==> config.mk <==
export PLATFORM = sky130hd
export DESIGN_NAME = ordered_list_append_delete_core
export DESIGN_NICKNAME = d
export VERILOG_FILES = /design/src/rtl/olad_pkg.sv /design/src/rtl/olad_ram.sv /design/src/rtl/olad_obuf.sv /design/src/rtl/olad_seq.sv /design/src/rtl/ordered_list_append_delete_core.sv
export SDC_FILE = /design/constraint.sdc
export NUM_CORES = 1
export LEC_CHECK = 0
export BUFFER_PORTS_ARGS = -buffer_cell sky130_fd_sc_hd__buf_4
export CAP_MARGIN = 10
export CORE_MARGIN = 2
export CORE_UTILIZATION = 25
export CTS_CLUSTER_SIZE = 25
export DETAILED_ROUTE_END_ITERATION = 10
export GPL_TIMING_DRIVEN = 0
export PLACE_DENSITY = 0.41
export SYNTH_ARGS = -nofsm -noshare
export SYNTH_HDL_FRONTEND = slang
export SYNTH_HIERARCHICAL = 1
export SYNTH_SLANG_ARGS = --single-unit
==> constraint.sdc <==
create_clock -name clk -period 7.8 [get_ports clk]
set_clock_uncertainty 0.1 [all_clocks]
set_input_delay 1.95 -clock clk [delete_from_list [all_inputs] [get_ports clk]]
set_output_delay 1.95 -clock clk [all_outputs]
set_load 0.1 [all_outputs]
==> src/rtl/olad_pkg.sv <==
// ----------------------------------------------------------------------------
// olad_pkg
// Shared constants, codes and types for the ordered list core.
// ----------------------------------------------------------------------------
package olad_pkg;

  localparam int DEPTH = 16;
  localparam int VAL_W = 32;
  localparam int IDX_W = (DEPTH > 1) ? $clog2(DEPTH) : 1;
  localparam int CNT_W = $clog2(DEPTH + 1);

  typedef enum logic [1:0] {
    REQ_APPEND  = 2'd0,
    REQ_DELETE  = 2'd1,
    REQ_DISPLAY = 2'd2
  } req_t;

  typedef enum logic [1:0] {
    ST_OK        = 2'd0,
    ST_EMPTY     = 2'd1,
    ST_NOT_FOUND = 2'd2,
    ST_FULL      = 2'd3
  } status_t;

  typedef struct packed {
    status_t                  status;
    logic signed [VAL_W-1:0]  entry_value;
    logic                     last;
  } res_t;

  typedef struct packed {
    logic                     we;
    logic [IDX_W-1:0]         waddr;
    logic signed [VAL_W-1:0]  wdata;
    logic [IDX_W-1:0]         raddr;
  } ram_req_t;

endpackage

==> src/rtl/olad_ram.sv <==
// ----------------------------------------------------------------------------
// olad_ram
// Simple dual-port synchronous RAM, one write and one registered read port.
// ----------------------------------------------------------------------------
module olad_ram #(
  parameter int DEPTH = 16,
  parameter int WIDTH = 32,
  parameter int AW    = (DEPTH > 1) ? $clog2(DEPTH) : 1
) (
  input  logic             clk,
  input  logic             we,
  input  logic [AW-1:0]    waddr,
  input  logic [WIDTH-1:0] wdata,
  input  logic [AW-1:0]    raddr,
  output logic [WIDTH-1:0] rdata
);

  logic [WIDTH-1:0] mem [DEPTH];

  always_ff @(posedge clk) begin
    if (we) begin
      mem[waddr] <= wdata;
    end
    rdata <= mem[raddr];
  end

endmodule

==> src/rtl/olad_obuf.sv <==
// ----------------------------------------------------------------------------
// olad_obuf
// One-entry result register between the sequencer and the result channel.
// ----------------------------------------------------------------------------
module olad_obuf (
  input  logic           clk,
  input  logic           rst_n,
  input  logic           push,
  input  olad_pkg::res_t res,
  output logic           space,
  output logic           out_valid,
  input  logic           out_ready,
  output olad_pkg::res_t out_res
);
  import olad_pkg::*;

  logic valid_r;
  res_t data_r;

  // accept a new result when empty or when the held one leaves this cycle
  assign space     = !valid_r || out_ready;
  assign out_valid = valid_r;
  assign out_res   = data_r;

  always_ff @(posedge clk) begin
    if (!rst_n) begin
      valid_r <= 1'b0;
    end else if (push) begin
      valid_r <= 1'b1;
    end else if (out_ready) begin
      valid_r <= 1'b0;
    end
  end

  always_ff @(posedge clk) begin
    if (push) begin
      data_r <= res;
    end
  end

endmodule

==> src/rtl/olad_seq.sv <==
// ----------------------------------------------------------------------------
// olad_seq
// Request sequencer: append, search and shift for delete, display walk.
// ----------------------------------------------------------------------------
module olad_seq (
  input  logic                                    clk,
  input  logic                                    rst_n,
  input  logic                                    in_valid,
  output logic                                    in_ready,
  input  logic [1:0]                              in_req,
  input  logic signed [olad_pkg::VAL_W-1:0]       in_value,
  input  logic                                    out_space,
  output logic                                    out_push,
  output olad_pkg::res_t                          out_res,
  output olad_pkg::ram_req_t                      ram,
  input  logic signed [olad_pkg::VAL_W-1:0]       ram_rdata
);
  import olad_pkg::*;

  typedef enum logic [2:0] {
    S_IDLE,
    S_SRCH,
    S_SHIFT,
    S_DISP,
    S_RESP
  } state_t;

  state_t                  state_r, state_nxt;
  logic [IDX_W-1:0]        idx_r, idx_nxt;
  logic [CNT_W-1:0]        cnt_r, cnt_nxt;
  logic signed [VAL_W-1:0] val_r, val_nxt;
  res_t                    res_r, res_nxt;
  logic                    at_last;
  logic [IDX_W-1:0]        idx_inc;

  function automatic res_t mk_res(status_t st);
    res_t r;
    r.status      = st;
    r.entry_value = '0;
    r.last        = 1'b1;
    return r;
  endfunction

  assign at_last  = ((CNT_W'(idx_r) + CNT_W'(1)) == cnt_r);
  assign idx_inc  = idx_r + IDX_W'(1);
  assign in_ready = (state_r == S_IDLE);

  always_comb begin
    state_nxt = state_r;
    idx_nxt   = idx_r;
    cnt_nxt   = cnt_r;
    val_nxt   = val_r;
    res_nxt   = res_r;
    ram.we    = 1'b0;
    ram.waddr = cnt_r[IDX_W-1:0];
    ram.wdata = in_value;
    ram.raddr = idx_r;
    out_push  = 1'b0;
    out_res   = res_r;
    unique case (state_r)
      S_IDLE: begin
        ram.raddr = '0;
        if (in_valid) begin
          val_nxt = in_value;
          idx_nxt = '0;
          case (in_req)
            REQ_APPEND: begin
              if (cnt_r == CNT_W'(DEPTH)) begin
                res_nxt = mk_res(ST_FULL);
              end else begin
                ram.we  = 1'b1;
                cnt_nxt = cnt_r + CNT_W'(1);
                res_nxt = mk_res(ST_OK);
              end
              state_nxt = S_RESP;
            end
            REQ_DELETE: begin
              if (cnt_r == '0) begin
                res_nxt   = mk_res(ST_EMPTY);
                state_nxt = S_RESP;
              end else begin
                state_nxt = S_SRCH;
              end
            end
            REQ_DISPLAY: begin
              if (cnt_r == '0) begin
                res_nxt   = mk_res(ST_EMPTY);
                state_nxt = S_RESP;
              end else begin
                state_nxt = S_DISP;
              end
            end
            default: begin
              // unused code: drop the item
            end
          endcase
        end
      end
      S_SRCH: begin
        if (ram_rdata == val_r) begin
          if (at_last) begin
            cnt_nxt   = cnt_r - CNT_W'(1);
            res_nxt   = mk_res(ST_OK);
            state_nxt = S_RESP;
          end else begin
            idx_nxt   = idx_inc;
            ram.raddr = idx_inc;
            state_nxt = S_SHIFT;
          end
        end else if (at_last) begin
          res_nxt   = mk_res(ST_NOT_FOUND);
          state_nxt = S_RESP;
        end else begin
          idx_nxt   = idx_inc;
          ram.raddr = idx_inc;
        end
      end
      S_SHIFT: begin
        // move entry idx down one place while the next one is read
        ram.we    = 1'b1;
        ram.waddr = idx_r - IDX_W'(1);
        ram.wdata = ram_rdata;
        if (at_last) begin
          cnt_nxt   = cnt_r - CNT_W'(1);
          res_nxt   = mk_res(ST_OK);
          state_nxt = S_RESP;
        end else begin
          idx_nxt   = idx_inc;
          ram.raddr = idx_inc;
        end
      end
      S_DISP: begin
        // hold the read address while stalled so the read data repeats
        out_res.status      = ST_OK;
        out_res.entry_value = ram_rdata;
        out_res.last        = at_last;
        if (out_space) begin
          out_push = 1'b1;
          if (at_last) begin
            state_nxt = S_IDLE;
          end else begin
            idx_nxt   = idx_inc;
            ram.raddr = idx_inc;
          end
        end
      end
      S_RESP: begin
        if (out_space) begin
          out_push  = 1'b1;
          state_nxt = S_IDLE;
        end
      end
    endcase
  end

  always_ff @(posedge clk) begin
    if (!rst_n) begin
      state_r <= S_IDLE;
      cnt_r   <= '0;
    end else begin
      state_r <= state_nxt;
      cnt_r   <= cnt_nxt;
    end
  end

  always_ff @(posedge clk) begin
    idx_r <= idx_nxt;
    val_r <= val_nxt;
    res_r <= res_nxt;
  end

  a_cnt_bound: assert property (@(posedge clk) disable iff (!rst_n)
    cnt_r <= CNT_W'(DEPTH))
    else $error("entry count above depth");

  a_push_space: assert property (@(posedge clk) disable iff (!rst_n)
    out_push |-> out_space)
    else $error("result pushed into a full output register");

  a_disp_no_write: assert property (@(posedge clk) disable iff (!rst_n)
    (state_r == S_DISP) |-> !ram.we)
    else $error("store written during display");

  a_append_count: assert property (@(posedge clk) disable iff (!rst_n)
    (state_r == S_IDLE && in_valid && in_req == REQ_APPEND && cnt_r < CNT_W'(DEPTH))
    |=> (cnt_r == $past(cnt_r) + CNT_W'(1)))
    else $error("append did not advance the count");

endmodule

==> src/rtl/ordered_list_append_delete_core.sv <==
// ----------------------------------------------------------------------------
// ordered_list_append_delete_core
// Ordered list of up to DEPTH signed 32-bit entries with append, delete and
// display requests, held in one synchronous RAM.
// ----------------------------------------------------------------------------
// Operation: an append result enters the output register from the response
//   state once that register has space; a delete searches from the oldest
//   entry, then shifts the later entries down one place; a display loads its
//   first entry after a RAM read, then one a cycle while the result channel
//   is ready. Throughput: one request at a time; the next item is taken once
//   the last result of the current one has entered the output register.
// Reset: synchronous, active low; clears the entry count and control state.
//   The entry RAM is not cleared; entries at or beyond the count are never used.
// ----------------------------------------------------------------------------
module ordered_list_append_delete_core (
  input  logic        clk,
  input  logic        rst_n,
  // request channel
  input  logic        in_tvalid,
  output logic        in_tready,
  input  logic [31:0] in_tdata,   // [31:0] value
  input  logic [1:0]  in_tuser,   // [1:0] req_type
  // result channel
  output logic        out_tvalid,
  input  logic        out_tready,
  output logic [31:0] out_tdata,  // [31:0] entry_value
  output logic [1:0]  out_tuser,  // [1:0] status
  output logic        out_tlast
);
  import olad_pkg::*;

  ram_req_t                ram;
  logic signed [VAL_W-1:0] ram_rdata;
  logic                    push;
  logic                    space;
  res_t                    seq_res;
  res_t                    obuf_res;

  // Sequencer: one request at a time; walks one entry/cycle unless output full.
  olad_seq u_seq (
    .clk       (clk),
    .rst_n     (rst_n),
    .in_valid  (in_tvalid),
    .in_ready  (in_tready),
    .in_req    (in_tuser),
    .in_value  (in_tdata),
    .out_space (space),
    .out_push  (push),
    .out_res   (seq_res),
    .ram       (ram),
    .ram_rdata (ram_rdata)
  );

  // Entry store, oldest entry at address zero.
  olad_ram #(
    .DEPTH (DEPTH),
    .WIDTH (VAL_W)
  ) u_ram (
    .clk   (clk),
    .we    (ram.we),
    .waddr (ram.waddr),
    .wdata (ram.wdata),
    .raddr (ram.raddr),
    .rdata (ram_rdata)
  );

  // Result register: hold an item until the result channel takes it.
  olad_obuf u_obuf (
    .clk       (clk),
    .rst_n     (rst_n),
    .push      (push),
    .res       (seq_res),
    .space     (space),
    .out_valid (out_tvalid),
    .out_ready (out_tready),
    .out_res   (obuf_res)
  );

  assign out_tdata = obuf_res.entry_value;
  assign out_tuser = obuf_res.status;
  assign out_tlast = obuf_res.last;

endmodule

==> results.sh <==
export IMPL_grt_usage_pct=14.1
export IMPL_tritoncts="done"
export IMPL_n_antenna_cell=0
export IMPL_synth_area_top_cells="edfxtp_1, mux4_2, dfxtp_1"
export IMPL_power_density_nw_per_um2=420
export IMPL_leakage_nw=10.0
export IMPL_antenna_found_initial=0
export IMPL_synth_top_cell_by_area="edfxtp_1"
export IMPL_synth_area_um2=25700
export IMPL_slew_viol_final=0
export IMPL_hold_start="u_obuf/out_valid"
export IMPL_gp_congestion=0.749
export IMPL_clk_pin_slew_ps=60
export IMPL_vias=13400
export IMPL_min_delay_path_depth=2
export IMPL_peakVddDrop_mv=0.183
export IMPL_hpwlAfterDp_um=50100
export IMPL_fill_cells=9907
export IMPL_wire_per_inst_um=25.0
export IMPL_drive_above_1_share_pct=27.3
export IMPL_cp_data_required_time_ps=8250
export IMPL_antenna_left=0
export IMPL_area_growth_pct=21.5
export IMPL_grt_pass1_vias=14000
export IMPL_cts_sinks=659
export IMPL_postCtsHoldBufs=0
export IMPL_min_to="u_obuf/out_valid"
export IMPL_synth_edf_count=618
export IMPL_setup_viol=0
export IMPL_r2r_end="u_ram/rdata[10]"
export IMPL_maxSlewHeadroom_pct=23.2
export IMPL_die_height_um=324
export IMPL_synthFlopType="edfxtp_1"
export IMPL_firstDrtPassIters=5
export IMPL_num_rows=117
export IMPL_critPathSlowestCell="a311oi_1"
export IMPL_mostFrequentLayoutCells="edfxtp_1, nand2_1, mux4_2, buf_4, clkbuf_16"
export IMPL_core_um2=102000
export IMPL_hp_class="reg2reg"
export IMPL_startpoint_type="input pin"
export IMPL_endpoint_kind="flip-flop"
export IMPL_grt_overflow=0
export IMPL_postCtsSetupRepairBufs=0
export IMPL_cap_viol_max_count=0
export IMPL_r2r_start="u_seq/idx_r[0]"
export IMPL_die_area_um2=105000
export IMPL_postPlaceCellArea_um2=28800
export IMPL_die_w_um=324
export IMPL_ctsResizeCount=0
export IMPL_worstPathArrival_ps=5060
export IMPL_grt_max_degree=24
export IMPL_async_flop_share_pct=0
export IMPL_clk_latency_ps=620
export IMPL_fin_crit_ps=4620
export IMPL_r2r_setup_slack_ps=3390
export IMPL_status="completed"
export IMPL_cts_path_max_buffers=3
export IMPL_max_freq_mhz=217
export IMPL_rsz0062_at_grt="no"
export IMPL_post_route_util_pct=30.7
export IMPL_finalHoldViolCount=0
export IMPL_io_buffer_count=74
export IMPL_synth_warnings=6
export IMPL_critical_path_class="in2reg"
export IMPL_drc=0
export IMPL_tns_ps=0
export IMPL_fin_area_um2=31200
export IMPL_synth_top_area_share_pct=72.3
export IMPL_cts_buffers=76
export IMPL_vias_per_cell=4.51
export IMPL_worstPathMaxFanout=10
export IMPL_cpPeakStageDelay_ps=750
export IMPL_pin_count=75
export IMPL_start_util_pct=25.2
export IMPL_synthDistinctLibCells=60
export IMPL_final_common_cell="edfxtp_1"
export IMPL_root_buffer="clkbuf_16"
export IMPL_h_tree_depth=3
export IMPL_tightest_slew_ps=1150
export IMPL_min_period_over_period_pct=59.2
export IMPL_synth_avg_cell_area_um2=19.1
export IMPL_rr_worst_depth=14
export IMPL_ys_seq_area_share_pct=75.5
export IMPL_synth_nets=1394
export IMPL_synthesis_instances=1347
export IMPL_grt_first_pass_wirelength_um=106000
export IMPL_drt_iter0_markers=1160
export IMPL_synth_seq_cells=659
export IMPL_wl_um=74300
export IMPL_worstPathCellList="buf_4 -> nand2b_4 -> inv_1 -> nand2_1 -> a311oi_1 -> nor2b_1 -> clkbuf_1 -> clkbuf_1 -> a22oi_1 -> nand2_1"
export IMPL_layout_nets=1587
## worst max-delay path: cells and delay by family
kind	cells	cell delay [ps]
buffers and inverters	4	1420
and+or+nand+nor	4	710
AOI/OAI and AO/OA	2	960
## worst max path at each step
| stage | startpoint | endpoint | slack [ps] | depth (start not counted) |
|---|---|---|---|---|
| floorplan | in_tvalid | u_ram/mem[0][0] | 1470 | 4 |
| global placement | in_tvalid | u_ram/mem[0][13] | -3750 | 5 |
| detailed placement | out_tready | u_ram/rdata[10] | 2600 | 12 |
| CTS | out_tready | u_ram/rdata[10] | 3240 | 12 |
| global route | out_tready | u_ram/rdata[10] | 3050 | 12 |
| finish | out_tready | u_ram/rdata[10] | 3180 | 10 |
## layer usage
layer | global-route usage (%) | wire length (um) | vias to the layer above
met2 | 22.8 | 35400 | 337
li1 | - | - | 5800
met1 | 19.6 | 34200 | 7142
met3 | 1.98 | 3020 | 93
met5 | 0 | 0 | -
met4 | 4.37 | 1660 | 0
## cells by family after synthesis
group	after synthesis	synth area share, %
AO/OA/AOI/OAI	131	3.61
buffers and inverters	77	1.42
flip-flops	659	75.5
AND/OR/NAND/NOR	266	4.79
multiplexers	161	12.7
adder cells (fa/ha/maj)	9	0.468
XOR/XNOR	44	1.55
## state kept, by name (all words and copies together), names as in the netlist
name and count:
u_seq/cnt_r 5, u_obuf/out_res 35, u_ram/rdata 32, u_ram/mem 512
u_obuf/out_valid 1, u_seq/state_r 3, u_seq/res_r 35, u_seq/idx_r 4
u_seq/val_r 32
## power breakdown
group / switching [mW] / total, mW / internal [mW]
Sequential: 0.260 / 4.99 / 4.73
Clock: 1.40 / 3.47 / 2.07
Combinational: 2.95 / 4.62 / 1.67
Total: 4.61 / 13.1 / 8.48
## through the flow
step	hold WS [ps]	std cells	total power [mW]	setup WS (ps)
CTS	434	2968	13.3	3240
floorplan	401	1347	7.98	1470
global route	453	2968	13.7	3050
global placement	421	2789	9.55	-3750
detailed placement	425	2830	9.77	2600
finish	428	2968	13.1	3180
## layout make-up
class	instances	area, um2	share of cell area, %
flip-flops and latches	659	19400	62.1
multi-input cells	611	6070	19.5
clock buffers	106	2170	6.96
well taps	1368	1710	5.49
repair buffers	115	1240	3.97
plain buffers	67	328	1.05
clock inverters	32	264	0.846
inverters	10	37.5	0.120
## cell usage after synthesis, types with 2 or more instances
master    number
edfxtp_1     618
nand2_1      149
mux4_2       128
a22oi_1       65
dfxtp_1       41
and2_1        38
mux2_2        32
clkbuf_1      28
nor2_1        28
xnor2_1       25
a21oi_1       22
xor2_1        18
buf_1         13
buf_2         13
o21ai_0       11
buf_4         10
nand3_1       10
inv_1          9
ha_1           8
nor3_1         7
nand4_1        6
a31oi_1        5
nor4_1         5
a21o_1         4
nand2b_1       4
a311oi_1       3
buf_6          3
nand3b_1       3
nor2b_1        3
or3_1          3
a211oi_1       2
a41oi_1        2
and3_1         2
o21ai_1        2
or4_1          2
No activity file was read; power rests on OpenSTA's default activity.
